<file path="src/rtl/core/bsr_pkg.sv">
`default_nettype none

package bsr_pkg;

    // number formats
    localparam int FRAC_BITS = 24;
    localparam int DATA_W    = 32;
    localparam int SUM_W     = DATA_W + 1;
    localparam int CFG_W     = 31;
    localparam int ITER_W    = 6;
    localparam int STATUS_W  = 2;
    localparam int MAX_ITER  = 32;
    localparam int EPS_MIN   = 2;

    // serial squarer: one radix-16 digit of the operand per cycle
    localparam int DIGIT_W   = 4;
    localparam int SQ_STEPS  = DATA_W / DIGIT_W;
    localparam int SQ_CNT_W  = $clog2(SQ_STEPS + 1);
    localparam int PROD_W    = 2 * DATA_W;
    localparam int PP_W      = DATA_W + DIGIT_W;

    // reset values of the registers
    localparam logic [CFG_W-1:0] TARGET_RESET  = CFG_W'(50331648);
    localparam logic [CFG_W-1:0] EPSILON_RESET = CFG_W'(168);

    typedef logic [STATUS_W-1:0] status_t;

    localparam status_t ST_APPROX  = 2'd0;
    localparam status_t ST_EXACT   = 2'd1;
    localparam status_t ST_INVALID = 2'd2;
    localparam status_t ST_NARROW  = 2'd3;

    typedef logic [0:0] reg_idx_t;

    localparam reg_idx_t REG_TARGET  = 1'b0;
    localparam reg_idx_t REG_EPSILON = 1'b1;

endpackage

`default_nettype wire

</file>
<file path="src/rtl/core/bisection_square_root.sv">
`default_nettype none

// Bisection square root: each item [left_end, right_end] (signed Q8.24) is
// bisected toward the root of x*x - target, giving one result per iteration
// (floored midpoint, iteration number, approximate or exact status) and a
// final result flagged by last; endpoints whose f values share a sign or hit
// zero give one endpoints-invalid result, an interval already narrower than
// epsilon one interval-too-narrow result. Only the sign of f is used, from an
// exact 64-bit square compared with target << 24. The squares come from one
// serial multiplier that takes a 4-bit digit of the operand per cycle; an item
// runs two endpoint squares, then a square and a result hand-off per iteration
// (1 to 32 iterations), each hand-off waiting while the output is stalled, and
// then returns to idle; an item with a special status gives its one result
// right after the endpoint tests. A new item is taken once the final result of
// the previous one sits in the output register. Epsilon below 2 acts as 2.
module bisection_square_root
    import bsr_pkg::*;
(
    input  wire logic                     clk,
    input  wire logic                     rst_n,
    input  wire logic                     wr_en,
    input  wire reg_idx_t                 wr_index,
    input  wire logic [CFG_W-1:0]         wr_data,
    input  wire logic                     in_valid,
    output logic                          in_ready,
    input  wire logic signed [DATA_W-1:0] left_end,
    input  wire logic signed [DATA_W-1:0] right_end,
    output logic                          out_valid,
    input  wire logic                     out_ready,
    output logic signed [DATA_W-1:0]      approx,
    output logic [ITER_W-1:0]             iteration,
    output status_t                       status,
    output logic                          last
);

    localparam logic [2:0] S_IDLE = 3'd0;
    localparam logic [2:0] S_SQA  = 3'd1;
    localparam logic [2:0] S_SQB  = 3'd2;
    localparam logic [2:0] S_SQC  = 3'd3;
    localparam logic [2:0] S_EMIT = 3'd4;

    // control registers
    logic [2:0]          state_reg, state_next;
    logic [CFG_W-1:0]    target_reg, target_next;
    logic [CFG_W-1:0]    epsilon_reg, epsilon_next;
    logic                out_valid_reg, out_valid_next;
    logic [SQ_CNT_W-1:0] sq_cnt_reg, sq_cnt_next;

    // datapath registers
    logic signed [DATA_W-1:0] a_reg, a_next;
    logic signed [DATA_W-1:0] b_reg, b_next;
    logic signed [DATA_W-1:0] c_reg, c_next;
    logic                     sa_neg_reg, sa_neg_next;
    logic                     sa_zero_reg, sa_zero_next;
    logic [ITER_W-1:0]        iter_reg, iter_next;
    status_t                  res_status_reg, res_status_next;
    logic                     res_done_reg, res_done_next;
    logic [DATA_W-1:0]        sq_mag_reg, sq_mag_next;
    logic [DATA_W-1:0]        sq_mplr_reg, sq_mplr_next;
    logic [PROD_W-1:0]        sq_acc_reg, sq_acc_next;
    logic signed [DATA_W-1:0] approx_reg, approx_next;
    logic [ITER_W-1:0]        iteration_reg, iteration_next;
    status_t                  status_reg, status_next;
    logic                     last_reg, last_next;

    // combinational helpers
    logic signed [SUM_W-1:0]  diff;
    logic signed [SUM_W-1:0]  sum;
    logic signed [DATA_W-1:0] mid;
    logic [CFG_W-1:0]         eps_eff;
    logic                     narrow;
    logic                     sq_done;
    logic [PROD_W-1:0]        tgt_scaled;
    logic                     sq_lt;
    logic                     sq_eq;
    logic [DIGIT_W-1:0]       digit;
    logic [PP_W-1:0]          pp;
    logic [PROD_W-1:0]        acc_step;
    logic                     out_free;
    logic                     emit_last;
    logic                     sq_start;
    logic signed [DATA_W-1:0] sq_opnd;
    logic [DATA_W-1:0]        sq_opnd_mag;

    // interval width, midpoint and stop test
    assign diff     = SUM_W'(b_reg) - SUM_W'(a_reg);
    assign sum      = SUM_W'(a_reg) + SUM_W'(b_reg);
    assign mid      = sum[SUM_W-1:1];
    assign eps_eff  = (epsilon_reg < CFG_W'(EPS_MIN)) ? CFG_W'(EPS_MIN) : epsilon_reg;
    assign narrow   = diff < $signed(SUM_W'(eps_eff));

    // serial squarer step and sign of f
    assign sq_done    = (sq_cnt_reg == SQ_CNT_W'(SQ_STEPS));
    assign tgt_scaled = PROD_W'(target_reg) << FRAC_BITS;
    assign sq_lt      = sq_acc_reg < tgt_scaled;
    assign sq_eq      = sq_acc_reg == tgt_scaled;
    assign digit      = sq_mplr_reg[DATA_W-1 -: DIGIT_W];
    assign pp         = PP_W'(sq_mag_reg) * PP_W'(digit);
    assign acc_step   = (sq_acc_reg << DIGIT_W) + PROD_W'(pp);
    assign sq_opnd_mag = sq_opnd[DATA_W-1] ? (~sq_opnd) + 1'b1 : sq_opnd;

    // output hand-off
    assign out_free  = !out_valid_reg || out_ready;
    assign emit_last = res_done_reg || narrow || (iter_reg == ITER_W'(MAX_ITER));

    assign in_ready  = (state_reg == S_IDLE);
    assign out_valid = out_valid_reg;
    assign approx    = approx_reg;
    assign iteration = iteration_reg;
    assign status    = status_reg;
    assign last      = last_reg;

    // next-state logic
    always_comb
    begin
        state_next      = state_reg;
        target_next     = target_reg;
        epsilon_next    = epsilon_reg;
        out_valid_next  = out_valid_reg;
        a_next          = a_reg;
        b_next          = b_reg;
        c_next          = c_reg;
        sa_neg_next     = sa_neg_reg;
        sa_zero_next    = sa_zero_reg;
        iter_next       = iter_reg;
        res_status_next = res_status_reg;
        res_done_next   = res_done_reg;
        approx_next     = approx_reg;
        iteration_next  = iteration_reg;
        status_next     = status_reg;
        last_next       = last_reg;
        sq_start        = 1'b0;
        sq_opnd         = mid;

        // configuration writes
        if (wr_en)
        begin
            unique case (wr_index)
                REG_TARGET:  target_next  = wr_data;
                REG_EPSILON: epsilon_next = wr_data;
                default:     target_next  = target_reg;
            endcase
        end

        // result taken downstream
        if (out_valid_reg && out_ready)
        begin
            out_valid_next = 1'b0;
        end

        unique case (state_reg)
            S_IDLE:
            begin
                if (in_valid)
                begin
                    a_next     = left_end;
                    b_next     = right_end;
                    sq_start   = 1'b1;
                    sq_opnd    = left_end;
                    state_next = S_SQA;
                end
            end
            S_SQA:
            begin
                if (sq_done)
                begin
                    sa_neg_next  = sq_lt;
                    sa_zero_next = sq_eq;
                    sq_start     = 1'b1;
                    sq_opnd      = b_reg;
                    state_next   = S_SQB;
                end
            end
            S_SQB:
            begin
                if (sq_done)
                begin
                    priority if (sa_zero_reg || sq_eq || (sa_neg_reg == sq_lt))
                    begin
                        c_next          = '0;
                        iter_next       = '0;
                        res_status_next = ST_INVALID;
                        res_done_next   = 1'b1;
                        state_next      = S_EMIT;
                    end
                    else if (narrow)
                    begin
                        c_next          = '0;
                        iter_next       = '0;
                        res_status_next = ST_NARROW;
                        res_done_next   = 1'b1;
                        state_next      = S_EMIT;
                    end
                    else
                    begin
                        c_next     = mid;
                        iter_next  = ITER_W'(1);
                        sq_start   = 1'b1;
                        state_next = S_SQC;
                    end
                end
            end
            S_SQC:
            begin
                if (sq_done)
                begin
                    if (sq_eq)
                    begin
                        res_status_next = ST_EXACT;
                        res_done_next   = 1'b1;
                    end
                    else
                    begin
                        res_status_next = ST_APPROX;
                        res_done_next   = 1'b0;
                        // keep the half whose ends still straddle the root
                        if (sq_lt != sa_neg_reg)
                        begin
                            b_next = c_reg;
                        end
                        else
                        begin
                            a_next = c_reg;
                        end
                    end
                    state_next = S_EMIT;
                end
            end
            S_EMIT:
            begin
                if (out_free)
                begin
                    out_valid_next = 1'b1;
                    approx_next    = c_reg;
                    iteration_next = iter_reg;
                    status_next    = res_status_reg;
                    last_next      = emit_last;
                    if (emit_last)
                    begin
                        state_next = S_IDLE;
                    end
                    else
                    begin
                        c_next     = mid;
                        iter_next  = iter_reg + 1'b1;
                        sq_start   = 1'b1;
                        state_next = S_SQC;
                    end
                end
            end
            default:
            begin
                state_next = S_IDLE;
            end
        endcase
    end

    // squarer: load the magnitude, then one digit per cycle, msb first
    always_comb
    begin
        sq_mag_next  = sq_mag_reg;
        sq_mplr_next = sq_mplr_reg;
        sq_acc_next  = sq_acc_reg;
        sq_cnt_next  = sq_cnt_reg;
        priority if (sq_start)
        begin
            sq_mag_next  = sq_opnd_mag;
            sq_mplr_next = sq_opnd_mag;
            sq_acc_next  = '0;
            sq_cnt_next  = '0;
        end
        else if (!sq_done)
        begin
            sq_acc_next  = acc_step;
            sq_mplr_next = sq_mplr_reg << DIGIT_W;
            sq_cnt_next  = sq_cnt_reg + 1'b1;
        end
    end

    // control state
    always_ff @(posedge clk or negedge rst_n)
    begin
        if (!rst_n)
        begin
            state_reg     <= S_IDLE;
            target_reg    <= TARGET_RESET;
            epsilon_reg   <= EPSILON_RESET;
            out_valid_reg <= 1'b0;
            sq_cnt_reg    <= SQ_CNT_W'(SQ_STEPS);
        end
        else
        begin
            state_reg     <= state_next;
            target_reg    <= target_next;
            epsilon_reg   <= epsilon_next;
            out_valid_reg <= out_valid_next;
            sq_cnt_reg    <= sq_cnt_next;
        end
    end

    // datapath
    always_ff @(posedge clk)
    begin
        a_reg          <= a_next;
        b_reg          <= b_next;
        c_reg          <= c_next;
        sa_neg_reg     <= sa_neg_next;
        sa_zero_reg    <= sa_zero_next;
        iter_reg       <= iter_next;
        res_status_reg <= res_status_next;
        res_done_reg   <= res_done_next;
        sq_mag_reg     <= sq_mag_next;
        sq_mplr_reg    <= sq_mplr_next;
        sq_acc_reg     <= sq_acc_next;
        approx_reg     <= approx_next;
        iteration_reg  <= iteration_next;
        status_reg     <= status_next;
        last_reg       <= last_next;
    end

endmodule

`default_nettype wire

</file>
<file path="config.mk">
export PLATFORM = sky130hd
export DESIGN_NAME = bisection_square_root
export DESIGN_NICKNAME = d
export VERILOG_FILES = /design/src/rtl/core/bsr_pkg.sv /design/src/rtl/core/bisection_square_root.sv
export SDC_FILE = /design/constraint.sdc
export NUM_CORES = 1
export LEC_CHECK = 0
export ABC_AREA = 1
export BUFFER_PORTS_ARGS = -buffer_cell sky130_fd_sc_hd__buf_2
export CORE_MARGIN = 2
export CORE_UTILIZATION = 55
export DETAILED_ROUTE_END_ITERATION = 7
export PLACE_DENSITY = 0.71
export SETUP_SLACK_MARGIN = 0.1
export SLEW_MARGIN = 20
export SYNTH_ARGS = -nofsm -noshare
export SYNTH_HDL_FRONTEND = slang
export SYNTH_SLANG_ARGS = --single-unit
</file>
<file path="constraint.sdc">
create_clock -name clk -period 6.42 [get_ports clk]
set_clock_uncertainty 0.1 [all_clocks]
set_input_delay 0 -clock clk [delete_from_list [all_inputs] [get_ports clk]]
set_output_delay 0 -clock clk [all_outputs]
set_load 0.01 [all_outputs]
</file>
==> results.txt <==
----------------------------------------------------
[Status]
  Result of the run ... completed

[Critical path]
  Critical-path cell with the highest stage delay ... edfxtp_1
  Type of origin of the critical path ... register
  Worst Path Required ... 6.57 ns
  Cell mode on critical path ... nand2_1
  Class of the most critical setup path ... register to register
  Critical Path AT ... 5.60 ns
  Nature of the critical path endpoint ... register
  Crit path largest cell delay ... about 0.4 ns
  Critical Path Fanout Max ... 29

[Global routing]
  Pin count of the biggest net entering global routing ... approximately 130
  Antenna violations before repair ... 0
  Sum of overflow across all layers after global routing ... 0
  GR Util All Layers ... 0.3183
  Via count of the first global-routing pass ... 23.06k
  Wire length of the first global-routing pass ... roughly 120 mm

[STA]
  Max-slew violation count ... 0
  Final worst hold slack ... between 0.04 and 0.05 ns
  Crit share post-route ... 0.8496
  Headroom to the max-slew limit ... 0.4132
  Maximum clock frequency ... 183.3 MHz
  Setup-failing EPs final ... 0
  Unrepaired setup endpoints after global routing ... no
  Total negative slack for setup checks ... 0 ns
  Min Clock Period, post-route ... approximately 5.5 ns
  Transition time at the pin with the least slew margin ... 0.8801 ns
  Final hold violations ... 0

[Die]
  Top-level I/O count ... between 100 and 150
  Core Region ... 47550 um^2
  Horizontal die dimension ... 223.2 um
  Num rows ... 80
  Overall die height ... 223.2 um
  Die Area ... between 40000 and 50000 um^2
  Starting utilization of the core area ... 0.5557

[CTS]
  Max Root-Sink Buffers ... 3
  CTS root buf ... clkbuf_16
  Number of setup buffers added after CTS ... 0
  Clk pin slew, worst setup/hold paths ... 0.06 ns
  Count of clock tree sinks ... 346
  TritonCTS clock tree ... done
  Clock insertion delay at the later pin of the skew report ... 0.60 ns
  Hold-fix buffers at CTS ... 112
  CTS buffer count ... 40
  Quantity of gates resized following cts ... 0
  Depth of the CTS H-tree ... 2

[Synth]
  Synth cell types ... 62
  Post-synth EDFFs ... between 200 and 250
  Synthesized area per cell ... 7.571 um^2
  Leading cell type by number of instances after synthesis ... nand2_1
  Largest cells by area after synthesis ... edfxtp_1 (24%), nand2_1 (14%), inv_1 (8.4%), ha_1 (8.2%), fa_1 (7.0%)
  Mapped Nets ... ~3.9k
  Area share of the largest cell type after synthesis ... 0.2409
  Yosys reg bits ... 346
  Async set-reset flop share out of synthesis ... 0.2023
  Gate count of the mapped netlist ... 3490
  Share of the yosys chip area belonging to registers ... 0.3560
  Area leader, netlist ... edfxtp_1
  Synth Cell Area ... 26420 um^2
  Commonest cells in the synthesized netlist ... nand2_1 (964), inv_1 (591), nor2_1 (276)
  Synth warnings ... 0
  Most instantiated flip-flop cell in the synthesis netlist ... edfxtp_1

[Drt]
  Initial DRT Pass Iterations ... 6
  Count of antenna-violating nets left after detailed routing ... 0
  Drt first-iter violations ... 1914
  Per-cell routed wire length ... 18.21 um
  DRC ... 0
  Total number of vias ... 23.71k
  Via density per instance ... 5.446
  Sum of routed wire length over all layers ... 79.30 mm

[Finish]
  Area growth from synthesis to layout ... 14.14%
  Final instance area ... a little over 30000 um^2
  Combined flip-flop and latch cell area ... between 9000 and 10000 um^2
  Fill cell total of the finished layout ... 4266
  Fraction of final layout cells sized beyond drive strength 1 ... 0.09174
  Largest register FFs ... 64
  Multi-input gate area ... 14230 um^2
  ANT cells ... 0
  Fin nets ... 4077

[Placement]
  Placer congestion estimate ... between 0.9 and 1
  Dpl hpwl ... 59.33 mm
  PortBufs ... 143
  Cell area after placement ... 27620 um^2

[Job]
  Max-cap check violation count ... 0

[Hold path]
  HP Class ... input port to async pin

----------------------------------------------------
-- stage by stage --
step | util | setup slack (ns) | cells
after CTS | 0.6337 | 0.9755 | 4353
final | 0.6343 | 0.9656 | 4354
after floorplan | - | 0.7121 | 3490
after global routing | 0.6343 | 0.3792 | 4354
after detailed placement | 0.5809 | 0.9878 | 4169
after global placement | 0.5809 | 1.071 | 4169
-- final cells by class --
class,instances,area share
clock buffers,44,0.03439
flip-flops and latches,346,0.3119
inverters,611,0.07605
well taps,615,0.02551
repair buffers,279,0.06837
clock inverters,28,0.01178
multi-input cells,2431,0.4720
-- cell usage in the layout, fill, tap and decap left out, types with 6 or more instances in the layout --
master,Yosys,routed
nand2_1,964,964
inv_1,591,590
nor2_1,276,273
o21ai_0,218,218
edfxtp_1,212,212
a21oi_1,177,177
ha_1,174,174
nand3_1,161,161
buf_2,36,143
dlygate4sd3_1,0,112
fa_1,93,93
xor2_1,72,72
dfrtp_1,64,64
dfxtp_1,64,64
nand4_1,49,49
clkbuf_16,0,41
nor3_1,33,33
nor2_2,33,33
xnor2_1,22,22
buf_4,9,21
inv_2,19,19
a21o_1,16,16
nand2_2,14,13
a31oi_1,13,13
nor4_1,13,13
o21ai_1,11,11
o21bai_1,11,11
o21a_1,11,11
or2_2,9,9
nor2_4,3,6
clkinvlp_4,0,6
dfstp_2,6,6
-- worst max-delay path: cells and delay by family (launching register included) --
kind / cells / cell delay [ns]
fa+ha+maj: 3 / 0.97
xor+xnor: 1 / 0.09
compound gates: 5 / 1.11
buf+inv: 5 / 0.85
flops: 1 / 0.41
simple gates: 16 / 1.59
-- worst paths after layout --
path | cells past startpoint | from | slack, ns | end
max in group asynchronous | 3 | rst_n | 5.58 | sq_cnt_reg[1]
min in group clk | 4 | right_end[21] | 0.12 | b_reg[21]
max | 30 | a_reg[0] | 0.97 | sq_mplr_reg[27]
min | 3 | rst_n | 0.05 | epsilon_reg[9]
max reg2reg | 30 | a_reg[0] | 0.97 | sq_mplr_reg[27]
min reg2reg | 0 | res_status_reg[1] | 0.33 | status[1]
-- logic make-up after synthesis --
group	share of synthesized area
and+or+nand+nor	0.2498
buffers and inverters	0.1063
AOI/OAI and AO/OA	0.1012
DFF	0.3560
adders and majority gates	0.1529
xor gates and xnor gates	0.03239
muxes	0.001515
-- routing by layer --
metal  GRT usage  share of wire  up-vias
met5           0              0        -
met4      0.1680          0.055        0
met3     0.03780          0.056      197
met2      0.5297           0.46      822
met1      0.4089           0.42    11146
li1            -              -    11546
Power is not shown: default switching activity piles up to over one toggle a cycle in this logic, so the estimate is an artifact.
